## src/rtl/cor_pkg.sv

```systemverilog
// ----------------------------------------------------------------------------
// cor_pkg: shared types and constants of the camera orientation rotator
// Fixed Q10 scale, datapath widths, channel payloads and register indexes.
// ----------------------------------------------------------------------------
package cor_pkg;

   // field widths and fixed-point scale (scale is a power of two)
   localparam int DATA_W      = 12;
   localparam int SCALE_SHIFT = 10;
   localparam int UNIT_SCALE  = 1 << SCALE_SHIFT;
   localparam int CFG_W       = 11;
   localparam int CSR_IDX_W   = 1;
   localparam int LIMIT_RESET = 724;

   // datapath widths
   localparam int PROD_W = 2 * DATA_W;          // state times step
   localparam int NUM_W  = PROD_W + 1;          // scaled state plus product
   localparam int ROT_W  = DATA_W + 2;          // rotated value, signed
   localparam int MAG_W  = ROT_W - 1;           // magnitude of rotated value
   localparam int RAD_W  = 2 * ROT_W;           // squared length, even width
   localparam int ROOT_W = RAD_W / 2;
   localparam int REM_W  = ROOT_W + 3;
   localparam int DIVR_W = ROOT_W + 1;
   localparam int QUO_W  = SCALE_SHIFT + 1;
   localparam int CNT_W  = $clog2(ROOT_W);

   // configuration register indexes
   localparam logic [CSR_IDX_W-1:0] REG_PITCH_LIMIT_COS = CSR_IDX_W'(0);
   localparam logic [CSR_IDX_W-1:0] REG_PITCH_LIMIT_SIN = CSR_IDX_W'(1);

   typedef struct packed {
      logic signed [DATA_W-1:0] turn_step;
      logic signed [DATA_W-1:0] pitch_step;
   } req_payload_type;

   typedef struct packed {
      logic signed [DATA_W-1:0] yaw_sine;
      logic signed [DATA_W-1:0] yaw_cosine;
      logic signed [DATA_W-1:0] tilt_sine;
      logic signed [DATA_W-1:0] tilt_cosine;
   } rsp_payload_type;

   typedef struct packed {
      logic [CSR_IDX_W-1:0] reg_index;
      logic [CFG_W-1:0]     wr_data;
   } csr_payload_type;

   typedef struct packed {
      logic signed [DATA_W-1:0] sine;
      logic signed [DATA_W-1:0] cosine;
   } pair_type;

endpackage

```

## src/rtl/cor_pair.sv

```systemverilog
// ----------------------------------------------------------------------------
// cor_pair: bit-serial rotate and renormalize of one sine/cosine pair
// Shift-add products, serial squares, two-bit-a-step root and serial divide.
// ----------------------------------------------------------------------------
module cor_pair (
   input  logic                             clock,
   input  logic                             reset,
   input  logic                             start,
   input  cor_pkg::pair_type                pair_in,
   input  logic signed [cor_pkg::DATA_W-1:0] step,
   output logic                             done,
   output cor_pkg::pair_type                pair_out
);
   import cor_pkg::*;

   typedef enum logic [2:0] {
      P_IDLE, P_MUL, P_SUM, P_ABS, P_SQR, P_ROOT, P_DIV, P_OUT
   } phase_type;

   phase_type phase_ff, phase_in;
   logic [CNT_W-1:0] cnt_ff, cnt_in;
   logic done_ff, done_in;
   pair_type out_ff, out_in;

   pair_type old_ff, old_in;
   logic [DATA_W-1:0] mplr_ff, mplr_in;
   logic [PROD_W-1:0] mcd_c_ff, mcd_c_in, mcd_s_ff, mcd_s_in;
   logic [PROD_W-1:0] prod_c_ff, prod_c_in, prod_s_ff, prod_s_in;
   logic [ROT_W-1:0]  ns_ff, ns_in, nc_ff, nc_in;
   logic [MAG_W-1:0]  mag_s_ff, mag_s_in, mag_c_ff, mag_c_in;
   logic [MAG_W-1:0]  sqm_s_ff, sqm_s_in, sqm_c_ff, sqm_c_in;
   logic [RAD_W-1:0]  sqd_s_ff, sqd_s_in, sqd_c_ff, sqd_c_in;
   logic [RAD_W-1:0]  sq_ff, sq_in;
   logic [REM_W-1:0]  rem_ff, rem_in;
   logic [ROOT_W-1:0] root_ff, root_in;
   logic [DIVR_W-1:0] rs_ff, rs_in, rc_ff, rc_in;
   logic [QUO_W-1:0]  qs_ff, qs_in, qc_ff, qc_in;

   // combinational helpers
   logic              mul_last, sqr_last, root_last, div_last;
   logic [PROD_W-1:0] add_c, add_s;
   logic [NUM_W-1:0]  num_s, num_c, trunc_s, trunc_c;
   logic [ROT_W-1:0]  neg_ns, neg_nc;
   logic [MAG_W-1:0]  abs_s, abs_c;
   logic [RAD_W-1:0]  sq_add_s, sq_add_c;
   logic [REM_W-1:0]  rem_sh, trial;
   logic              root_ge;
   logic [DIVR_W-1:0] len, diff_s, diff_c;
   logic              ge_s, ge_c;
   logic [DATA_W-1:0] quo_s, quo_c;

   assign mul_last  = (cnt_ff == CNT_W'(DATA_W - 1));
   assign sqr_last  = (cnt_ff == CNT_W'(MAG_W - 1));
   assign root_last = (cnt_ff == CNT_W'(ROOT_W - 1));
   assign div_last  = (cnt_ff == CNT_W'(QUO_W - 1));

   // products: sign bit of the step has negative weight
   assign add_c = mplr_ff[0] ? mcd_c_ff : '0;
   assign add_s = mplr_ff[0] ? mcd_s_ff : '0;

   // scaled sine + product, cosine - product, then divide by scale toward zero
   assign num_s = {{(NUM_W-DATA_W-SCALE_SHIFT){old_ff.sine[DATA_W-1]}}, old_ff.sine,
                   {SCALE_SHIFT{1'b0}}}
                + {{(NUM_W-PROD_W){prod_c_ff[PROD_W-1]}}, prod_c_ff};
   assign num_c = {{(NUM_W-DATA_W-SCALE_SHIFT){old_ff.cosine[DATA_W-1]}}, old_ff.cosine,
                   {SCALE_SHIFT{1'b0}}}
                - {{(NUM_W-PROD_W){prod_s_ff[PROD_W-1]}}, prod_s_ff};
   assign trunc_s = num_s + (num_s[NUM_W-1] ? NUM_W'(UNIT_SCALE - 1) : '0);
   assign trunc_c = num_c + (num_c[NUM_W-1] ? NUM_W'(UNIT_SCALE - 1) : '0);

   assign neg_ns = '0 - ns_ff;
   assign neg_nc = '0 - nc_ff;
   assign abs_s  = ns_ff[ROT_W-1] ? neg_ns[MAG_W-1:0] : ns_ff[MAG_W-1:0];
   assign abs_c  = nc_ff[ROT_W-1] ? neg_nc[MAG_W-1:0] : nc_ff[MAG_W-1:0];

   assign sq_add_s = sqm_s_ff[0] ? sqd_s_ff : '0;
   assign sq_add_c = sqm_c_ff[0] ? sqd_c_ff : '0;

   // root: bring down two radicand bits a step
   assign rem_sh  = {rem_ff[REM_W-3:0], sq_ff[RAD_W-1 -: 2]};
   assign trial   = {1'b0, root_ff, 2'b01};
   assign root_ge = (rem_sh >= trial);

   // divide: remainder never exceeds the root, so quotient fits QUO_W bits
   assign len    = {1'b0, root_ff};
   assign ge_s   = (rs_ff >= len);
   assign ge_c   = (rc_ff >= len);
   assign diff_s = ge_s ? rs_ff - len : rs_ff;
   assign diff_c = ge_c ? rc_ff - len : rc_ff;

   assign quo_s = {{(DATA_W-QUO_W){1'b0}}, qs_ff};
   assign quo_c = {{(DATA_W-QUO_W){1'b0}}, qc_ff};

   always_comb begin
      phase_in  = phase_ff;
      cnt_in    = cnt_ff;
      done_in   = 1'b0;
      out_in    = out_ff;
      old_in    = old_ff;
      mplr_in   = mplr_ff;
      mcd_c_in  = mcd_c_ff;
      mcd_s_in  = mcd_s_ff;
      prod_c_in = prod_c_ff;
      prod_s_in = prod_s_ff;
      ns_in     = ns_ff;
      nc_in     = nc_ff;
      mag_s_in  = mag_s_ff;
      mag_c_in  = mag_c_ff;
      sqm_s_in  = sqm_s_ff;
      sqm_c_in  = sqm_c_ff;
      sqd_s_in  = sqd_s_ff;
      sqd_c_in  = sqd_c_ff;
      sq_in     = sq_ff;
      rem_in    = rem_ff;
      root_in   = root_ff;
      rs_in     = rs_ff;
      rc_in     = rc_ff;
      qs_in     = qs_ff;
      qc_in     = qc_ff;

      unique case (phase_ff)
         P_IDLE: begin
            if (start) begin
               old_in    = pair_in;
               mplr_in   = step;
               mcd_c_in  = {{(PROD_W-DATA_W){pair_in.cosine[DATA_W-1]}}, pair_in.cosine};
               mcd_s_in  = {{(PROD_W-DATA_W){pair_in.sine[DATA_W-1]}}, pair_in.sine};
               prod_c_in = '0;
               prod_s_in = '0;
               cnt_in    = '0;
               phase_in  = P_MUL;
            end
         end
         P_MUL: begin
            prod_c_in = mul_last ? prod_c_ff - add_c : prod_c_ff + add_c;
            prod_s_in = mul_last ? prod_s_ff - add_s : prod_s_ff + add_s;
            mcd_c_in  = {mcd_c_ff[PROD_W-2:0], 1'b0};
            mcd_s_in  = {mcd_s_ff[PROD_W-2:0], 1'b0};
            mplr_in   = {1'b0, mplr_ff[DATA_W-1:1]};
            cnt_in    = mul_last ? '0 : cnt_ff + 1'b1;
            if (mul_last) begin
               phase_in = P_SUM;
            end
         end
         P_SUM: begin
            ns_in    = trunc_s[SCALE_SHIFT+ROT_W-1:SCALE_SHIFT];
            nc_in    = trunc_c[SCALE_SHIFT+ROT_W-1:SCALE_SHIFT];
            phase_in = P_ABS;
         end
         P_ABS: begin
            mag_s_in = abs_s;
            mag_c_in = abs_c;
            sqm_s_in = abs_s;
            sqm_c_in = abs_c;
            sqd_s_in = {{(RAD_W-MAG_W){1'b0}}, abs_s};
            sqd_c_in = {{(RAD_W-MAG_W){1'b0}}, abs_c};
            sq_in    = '0;
            rem_in   = '0;
            root_in  = '0;
            cnt_in   = '0;
            phase_in = P_SQR;
         end
         P_SQR: begin
            sq_in    = sq_ff + sq_add_s + sq_add_c;
            sqd_s_in = {sqd_s_ff[RAD_W-2:0], 1'b0};
            sqd_c_in = {sqd_c_ff[RAD_W-2:0], 1'b0};
            sqm_s_in = {1'b0, sqm_s_ff[MAG_W-1:1]};
            sqm_c_in = {1'b0, sqm_c_ff[MAG_W-1:1]};
            cnt_in   = sqr_last ? '0 : cnt_ff + 1'b1;
            if (sqr_last) begin
               phase_in = P_ROOT;
            end
         end
         P_ROOT: begin
            rem_in  = root_ge ? rem_sh - trial : rem_sh;
            root_in = {root_ff[ROOT_W-2:0], root_ge};
            sq_in   = {sq_ff[RAD_W-3:0], 2'b00};
            cnt_in  = root_last ? '0 : cnt_ff + 1'b1;
            if (root_last) begin
               rs_in    = {{(DIVR_W-MAG_W){1'b0}}, mag_s_ff};
               rc_in    = {{(DIVR_W-MAG_W){1'b0}}, mag_c_ff};
               qs_in    = '0;
               qc_in    = '0;
               phase_in = P_DIV;
            end
         end
         P_DIV: begin
            rs_in  = {diff_s[DIVR_W-2:0], 1'b0};
            rc_in  = {diff_c[DIVR_W-2:0], 1'b0};
            qs_in  = {qs_ff[QUO_W-2:0], ge_s};
            qc_in  = {qc_ff[QUO_W-2:0], ge_c};
            cnt_in = div_last ? '0 : cnt_ff + 1'b1;
            if (div_last) begin
               phase_in = P_OUT;
            end
         end
         P_OUT: begin
            // zero length pair is kept as rotated (both halves are zero then)
            if (root_ff == '0) begin
               out_in.sine   = ns_ff[DATA_W-1:0];
               out_in.cosine = nc_ff[DATA_W-1:0];
            end else begin
               out_in.sine   = ns_ff[ROT_W-1] ? '0 - quo_s : quo_s;
               out_in.cosine = nc_ff[ROT_W-1] ? '0 - quo_c : quo_c;
            end
            done_in  = 1'b1;
            phase_in = P_IDLE;
         end
         default: begin
            phase_in = P_IDLE;
         end
      endcase
   end

   always_ff @(posedge clock) begin
      if (reset) begin
         phase_ff <= P_IDLE;
         cnt_ff   <= '0;
         done_ff  <= 1'b0;
      end else begin
         phase_ff <= phase_in;
         cnt_ff   <= cnt_in;
         done_ff  <= done_in;
      end
      out_ff <= out_in;
   end

   always_ff @(posedge clock) begin
      old_ff    <= old_in;
      mplr_ff   <= mplr_in;
      mcd_c_ff  <= mcd_c_in;
      mcd_s_ff  <= mcd_s_in;
      prod_c_ff <= prod_c_in;
      prod_s_ff <= prod_s_in;
      ns_ff     <= ns_in;
      nc_ff     <= nc_in;
      mag_s_ff  <= mag_s_in;
      mag_c_ff  <= mag_c_in;
      sqm_s_ff  <= sqm_s_in;
      sqm_c_ff  <= sqm_c_in;
      sqd_s_ff  <= sqd_s_in;
      sqd_c_ff  <= sqd_c_in;
      sq_ff     <= sq_in;
      rem_ff    <= rem_in;
      root_ff   <= root_in;
      rs_ff     <= rs_in;
      rc_ff     <= rc_in;
      qs_ff     <= qs_in;
      qc_ff     <= qc_in;
   end

   assign done     = done_ff;
   assign pair_out = out_ff;

endmodule

```

## config.mk

```make
export PLATFORM = sky130hd
export DESIGN_NAME = cor_pair
export DESIGN_NICKNAME = d
export VERILOG_FILES = /design/src/rtl/cor_pkg.sv /design/src/rtl/cor_pair.sv
export SDC_FILE = /design/constraint.sdc
export NUM_CORES = 1
export LEC_CHECK = 0
export BUFFER_PORTS_ARGS = -buffer_cell sky130_fd_sc_hd__buf_2
export CAP_MARGIN = 25
export CORE_UTILIZATION = 45
export CTS_BUF_LIST = sky130_fd_sc_hd__clkbuf_8
export DETAILED_ROUTE_END_ITERATION = 6
export PLACE_DENSITY = 0.7
export SYNTH_ARGS = -nofsm -noshare
export SYNTH_HDL_FRONTEND = slang
export SYNTH_SLANG_ARGS = --single-unit
```

## constraint.sdc

```tcl
create_clock -name clock -period 7.15 [get_ports clock]
set_input_delay 0.715 -clock clock [delete_from_list [all_inputs] [get_ports clock]]
set_output_delay 0.715 -clock clock [all_outputs]
set_load 0.02 [all_outputs]
```

==> results of run 1 <==
-- synthesized netlist by cell type (all sizes together) (38+ instances only) --
| library cell | instances | area [sq um] |
|---|---|---|
| o21a | 64 | 480 |
| nand2 | 286 | 1070 |
| o21ai | 146 | 731 |
| nor3 | 47 | 263 |
| clkbuf | 73 | 274 |
| a21o | 70 | 526 |
| nor2 | 249 | 935 |
| ha | 167 | 2090 |
| xnor2 | 131 | 1150 |
| inv | 94 | 353 |
| xor2 | 95 | 840 |
| mux2i | 38 | 380 |
| a21oi | 146 | 738 |
| and2 | 107 | 669 |
| edfxtp | 401 | 12000 |
| nand2b | 47 | 294 |
| and3 | 40 | 250 |
| nand3 | 49 | 250 |
-- flip-flops by register name, summed over array words and instances, names as in the netlist, 15 cells and up --
signal     flops
old_ff        24
prod_s_ff     24
prod_c_ff     24
sq_ff         28
rs_ff         15
sqd_s_ff      28
rem_ff        15
rc_ff         15
mcd_c_ff      24
mcd_s_ff      24
sqd_c_ff      28
pair_out      24
-- logic make-up (layout without fill, tap and decap cells) --
family                     count (synthesis)  after routing  share of synthesized area [%]
and+or+nand+nor                          935            935                           17.3
AOI/OAI and AO/OA                        565            565                           13.8
DFF                                      409            409                           46.7
xor gates and xnor gates                 226            226                           7.60
adders and majority gates                200            200                           10.5
buffers and inverters                    183            311                           2.65
muxes                                     40             40                           1.54
other                                      0              4                              0
-- metal layers --
metal  GRT usage (%)  share of wire [%]  wire length, um
met1            27.8                 45            27600
met2            33.0                 46            28100
met3            3.46                5.8             3560
met4            7.95                3.1             1890
met5               0                  0                0
-- per-stage QoR --
step	power [W]	util (%)	area [sq um]	hold WS [ps]	setup WS, ps
2_1_floorplan	0.00684	-	26100	477	1790
5_1_grt	0.0107	50.5	28800	223	2220
3_5_place_dp	0.00781	47.9	27300	506	2520
4_1_cts	0.0100	50.3	28700	200	2480
6_report	0.00997	50.5	28800	263	2580
3_3_place_gp	0.00765	47.9	27300	496	2610
-- where the power goes --
group	total, W	switching, W	internal (W)
logic	0.00424	0.00246	0.00178
registers	0.00360	0.000374	0.00322
clock network	0.00213	0.00100	0.00113
-- layout make-up --
| type | instances | area (sq um) | area share, % |
|---|---|---|---|
| clock inverter | 53 | 309 | 1.07 |
| antenna | 4 | 10.0 | 0.0348 |
| multi-input combinational | 1966 | 13300 | 46.3 |
| inverter | 94 | 353 | 1.23 |
| tap | 756 | 946 | 3.29 |
| sequential | 409 | 12200 | 42.4 |
| timing repair buffer | 85 | 538 | 1.87 |
| clock buffer | 79 | 1090 | 3.78 |
-- worst reg2reg max path, delay by kind of cell, from the launching register on --
family          cells  cell delay [ps]
compound gates      7             1860
simple gates        6             1090
flops               1              670
fa+ha+maj           2              520
xor+xnor            1              140
-- worst min path at each step --
stage / start / to / slack, ps
final: pair_in[9] / old_ff[9]$_DFFE_PP_ / 260
after global routing: pair_in[9] / old_ff[9]$_DFFE_PP_ / 220
after CTS: pair_in[9] / old_ff[9]$_DFFE_PP_ / 200
after detailed placement: mplr_ff[10]$_DFFE_PP_ / mplr_ff[9]$_DFFE_PP_ / 510
after global placement: mplr_ff[10]$_DFFE_PP_ / mplr_ff[9]$_DFFE_PP_ / 500
after floorplan: nc_ff[0]$_DFFE_PP_ / mag_c_ff[0]$_DFFE_PP_ / 480
==> flow_summary.json, run 1 <==
{
  "run_status": "finished, final reports clean",
  "stdcell_count": 3446,
  "finalSetupTns_ps": 0,
  "cts_resized": 0,
  "cts_root_buf": "clkbuf_8",
  "antenna_found_initial": 3,
  "io_buffers": 63,
  "final-setup-viol-count": 0,
  "synth_warnings": 0,
  "slowest_delay_ps": 670,
  "antenna_left": 0,
  "syn_avg_cell_area_sq_um": 10.2,
  "fin_crit_ps": 4570,
  "async_reset_ff_share_pct": 0,
  "maxSlewHeadroom_pct": 35.5,
  "totalWireLength_um": 61200,
  "fmax_mhz": 219,
  "r2r-start": "mplr_ff[0]$_DFFE_PP_",
  "cp_slowest_cell": "edfxtp_1",
  "num_vias": 19300,
  "crit_arrival_ps": 4930,
  "mostFrequentLayoutCell": "edfxtp_1",
  "crit_buf_inv": 0,
  "synth-seq-cells": 409,
  "worst_pin_slew_ps": 967,
  "timing.rr.end": "prod_c_ff[23]$_SDFFCE_PN0P_",
  "drc": 0,
  "cp_data_required_time_ps": 7510,
  "rsz0062_at_grt": "false",
  "synth_seq_area_share_pct": 46.7,
  "setup.worst_path.start": "mplr_ff[0]$_DFFE_PP_",
  "syn-num-nets": 2797,
  "cts_tree": "done",
  "fin_skew_ps": 35.1,
  "drt_pass1_iterations": 6,
  "worstPathCellList": "nand2_1 > ha_1 > nor2_1 > nor2_1 > a31oi_1 > o21ai_0 > ha_1 > or3_1 > nor3_1 > o21ai_0 > a221oi_1 > o21ai_0 > o41a_1 > a31oi_1 > xnor2_1 > nor2_1",
  "cts.sinks": 409,
  "hp-class": "in2reg",
  "worstPathMaxFanout": 18,
  "drt-vias-per-instance": 5.60,
  "dp.cells": 3305,
  "maxSlewViolCount": 0,
  "syn-cell-area_sq_um": 26100,
  "worstSetupPathType": "reg2reg",
  "hold_depth": 1,
  "gr-total-overflow": 0,
  "hold_buffers": 0,
  "crit_family": "compound AO/OA/AOI/OAI gates",
  "die_area_sq_um": 59100,
  "cp-start-kind": "flip-flop",
  "r2r_setup_slack_ps": 2580,
  "period_share_pct": 63.9,
  "synth.distinct_cells": 80,
  "ioPinCount": 64,
  "synth_enable_flop_cells": 401,
  "cts_buffers": 76,
  "clock_latency_ps": 650,
  "power.density_nw_per_um2": 347,
  "start_util_pct": 45.9,
  "die_h_um": 243,
  "area_growth_pct": 9.98,
  "rows": 87,
  "dp.final_hpwl_um": 43700,
  "track_usage_pct": 20.6,
  "grt_pass1_vias": 18700,
  "end_kind": "flip-flop",
  "critPathCapture": "prod_c_ff[23]$_SDFFCE_PN0P_",
  "clockBufferDepth": 3,
  "worstSetupPathDepth": 16,
  "grt_pass1_wl_um": 97900,
  "mostFrequentLayoutCells": "edfxtp_1 (401), nand2_1 (283), nor2_1 (247)",
  "drv_cap": 0,
  "hold_viol_final": 0,
  "drive_gt1_share_pct": 8.15,
  "fill_cells": 5051,
  "nets": 2871,
  "htreeDepth": 3,
  "syn_inst": 2558,
  "ys.flop_type": "edfxtp_1",
  "clkTransAtPathRegs_ps": 70,
  "drt_iter0_drc": 1551,
  "die_x_um": 243,
  "gp_congestion": 0.904,
  "grt_max_degree": 96,
  "routedWlPerCell_um": 17.8,
  "r2r_cells": 16,
  "core-area_sq_um": 56900,
  "post_cts_buffers": 0,
  "ir_drop_mv": 0.259,
  "power_leakage_nw": 11.5
}
Note: power is estimated with default switching activity, not from simulation.
==> run 2, diff against run 1 <==
ABC_AREA = 1   (was unset)
clock period = 4.4 ns   (was 7.15 ns; I/O delays follow)
==> run 2 against run 1 <==
  * Die area increased by 6.2%
  * Synthesized cell count increased by 32%
  * Critical path depth is 8 higher
  * First-iteration DRC count is 3.2% lower
  * Combinational power rose to 3.2 times the previous value
  * Utilization hardly changed
  * Largest power group unchanged
==> flow_summary.json, run 2 <==
{
  "run_status": "finished, final reports clean",
  "yosys.area_share.adder_pct": 9.90,
  "cts_tree": "done",
  "worstSetupPathType": "reg2reg",
  "finalSetupTns_ps": 0,
  "gr-total-overflow": 0,
  "async_reset_ff_share_pct": 0,
  "clkTransAtPathRegs_ps": 60,
  "syn_avg_cell_area_sq_um": 8.21,
  "cts_buffers": 74,
  "maxSlewViolCount": 0,
  "io_buffers": 63,
  "num_vias": 22600,
  "clockBufferDepth": 3,
  "synth.distinct_cells": 60,
  "fmax_mhz": 253,
  "ioPinCount": 64,
  "die_x_um": 250,
  "maxSlewHeadroom_pct": 35.5,
  "netlist.area_leader.share_pct": 43.3,
  "min-delay-start": "pair_in[23]",
  "setup.worst_path.start": "mplr_ff[0]$_DFFE_PP_",
  "antenna_found_initial": 2,
  "grt_pass1_vias": 21700,
  "fill_cells": 5761,
  "drt_iter0_drc": 1501,
  "die_h_um": 250,
  "reg.largest.list": "sq_ff: 28 flops, sqd_c_ff: 28 flops, sqd_s_ff: 28 flops",
  "yosys.area_share.simple_pct": 22.2,
  "ys.flop_type": "edfxtp_1",
  "clock_latency_ps": 690,
  "core-area_sq_um": 60700,
  "nets": 3743,
  "drc": 0,
  "syn-num-nets": 3622,
  "grt_pass1_wl_um": 108000,
  "hp-class": "in2reg",
  "synth_enable_flop_cells": 401,
  "yosys-mux-area-fraction_pct": 0,
  "antenna_left": 0,
  "area_growth_pct": 10.4,
  "cts.sinks": 409,
  "fin_skew_ps": 49.1,
  "synth-seq-cells": 409,
  "period_share_pct": 90.0,
  "power_leakage_nw": 14.3,
  "track_usage_pct": 21.3,
  "cp_data_required_time_ps": 4840,
  "cts_root_buf": "clkbuf_8",
  "drt_pass1_iterations": 5,
  "synth.most_common_cell": "nand2_1",
  "ir_drop_mv": 0.433,
  "gp_congestion": 0.923,
  "end_kind": "flip-flop",
  "timing.hold.ws_ps": 37.3,
  "dp.final_hpwl_um": 48900,
  "cp-start-kind": "flip-flop",
  "post-synth-top-area-cell": "edfxtp_1",
  "drive_gt1_share_pct": 7.39,
  "power.density_nw_per_um2": 772,
  "drv_cap": 0,
  "grt_max_degree": 91,
  "synth_compound_area_share_pct": 11.4,
  "rsz0062_at_grt": "false",
  "synth_warnings": 0,
  "crit_arrival_ps": 4400,
  "routedWlPerCell_um": 15.2,
  "drt-vias-per-instance": 5.20,
  "rows": 90,
  "worstPathMaxFanout": 6,
  "hold_viol_final": 0,
  "worst_pin_slew_ps": 964,
  "r2r-start": "mplr_ff[0]$_DFFE_PP_",
  "syn_inst": 3383,
  "yosys-top-cells-count": "nand2_1 (938), inv_1 (467), edfxtp_1 (401), nor2_1 (274), a21oi_1 (253)",
  "ys_top_cells_by_area": "edfxtp_1 (43%), nand2_1 (13%), ha_1 (7.5%), inv_1 (6.3%), a21oi_1 (4.6%)",
  "totalWireLength_um": 65900,
  "start_util_pct": 45.8,
  "die_area_sq_um": 62700,
  "htreeDepth": 3,
  "syn-cell-area_sq_um": 27800,
  "synth_top_family_by_area": "simple AND/OR/NAND/NOR gates",
  "fin_crit_ps": 3960,
  "final-setup-viol-count": 0,
  "synthXorXnorAreaFrac_pct": 5.07,
  "mostFrequentLayoutCells": "nand2_1 (937), inv_1 (498), edfxtp_1 (401)",
  "mostFrequentLayoutCell": "nand2_1",
  "synth_seq_area_share_pct": 43.9
}
## run 2: where the power goes
group	total [W]	switching (W)	internal, W
Clock	0.00329	0.00168	0.00161
Sequential	0.00679	0.000731	0.00606
Combinational	0.0136	0.00917	0.00444
Total	0.0237	0.0116	0.0121
## run 2: final cells by class
| cell class | instances | area, sq um | share of cell area, % |
|---|---|---|---|
| Antenna cell | 1 | 2.50 | 0.00816 |
| Clock buffer | 75 | 1030 | 3.36 |
| Clock inverter | 55 | 274 | 0.893 |
| Inverter | 476 | 1790 | 5.82 |
| Multi-Input combinational cell | 2422 | 13600 | 44.2 |
| Sequential cell | 409 | 12200 | 39.8 |
| Tap cell | 782 | 978 | 3.19 |
| Timing Repair Buffer | 121 | 831 | 2.71 |
## run 2: per-layer routing
metal | routed length (um) | GRT usage [%] | part of all wire [%] | vias up
li1 | - | - | - | 11500
met1 | 29500 | 27.8 | 45 | 10400
met2 | 30500 | 35.0 | 46 | 575
met3 | 3860 | 3.90 | 5.9 | 139
met4 | 2120 | 7.84 | 3.2 | 0
met5 | 0 | 0 | 0 | -
## run 2: cell families after synthesis
kind of cell,after synthesis
fa+ha+maj,200
flops,409
compound gates,584
simple gates,1478
buf+inv,552
xor+xnor,160
## run 2: what timing repair did
action	4_1_cts	5_1_grt
hold buffers	25	0
setup endpoints to repair	0	5
hold endpoints to repair	27	0
resized for setup	0	2
setup buffers	0	1
## run 2: worst max-delay path: stages, from the launching register on
cell	delay, ps
edfxtp_1	480
clkbuf_2	200
nand2_1	110
ha_1	180
nand3_1	100
nor2_1	130
nand3_1	100
nor3_1	190
nand3_1	130
nor2_1	190
nand3_1	90
nand2_1	90
o21ai_0	100
xor2_1	140
inv_1	50
ha_1	330
nand2_1	110
nor4_2	330
o21ai_0	140
nand3_1	160
nand2_1	70
o211ai_1	110
nand2_1	80
nand2_1	60
nor2_1	50
## run 2: final timing paths
kind	to	slack (ps)	depth (start not counted)
min reg2reg	mag_s_ff[0]$_DFFE_PP_	460	0
min	old_ff[23]$_DFFE_PP_	40	1
max	prod_s_ff[23]$_SDFFCE_PN0P_	440	24
max reg2reg	prod_s_ff[23]$_SDFFCE_PN0P_	440	24
## run 2: through the flow
| step | setup slack, ps | util, % | power, W | area [sq um] | instances |
|---|---|---|---|---|---|
| floorplan | 247 | - | 0.0170 | 27800 | 3383 |
| CTS | 396 | 50.5 | 0.0237 | 30700 | 4339 |
| detailed placement | 421 | 48.0 | 0.0203 | 29100 | 4184 |
| global placement | 497 | 47.9 | 0.0201 | 29100 | 4183 |
| finish | 441 | 50.6 | 0.0237 | 30700 | 4341 |
| global route | 0.720 | 50.6 | 0.0259 | 30700 | 4341 |
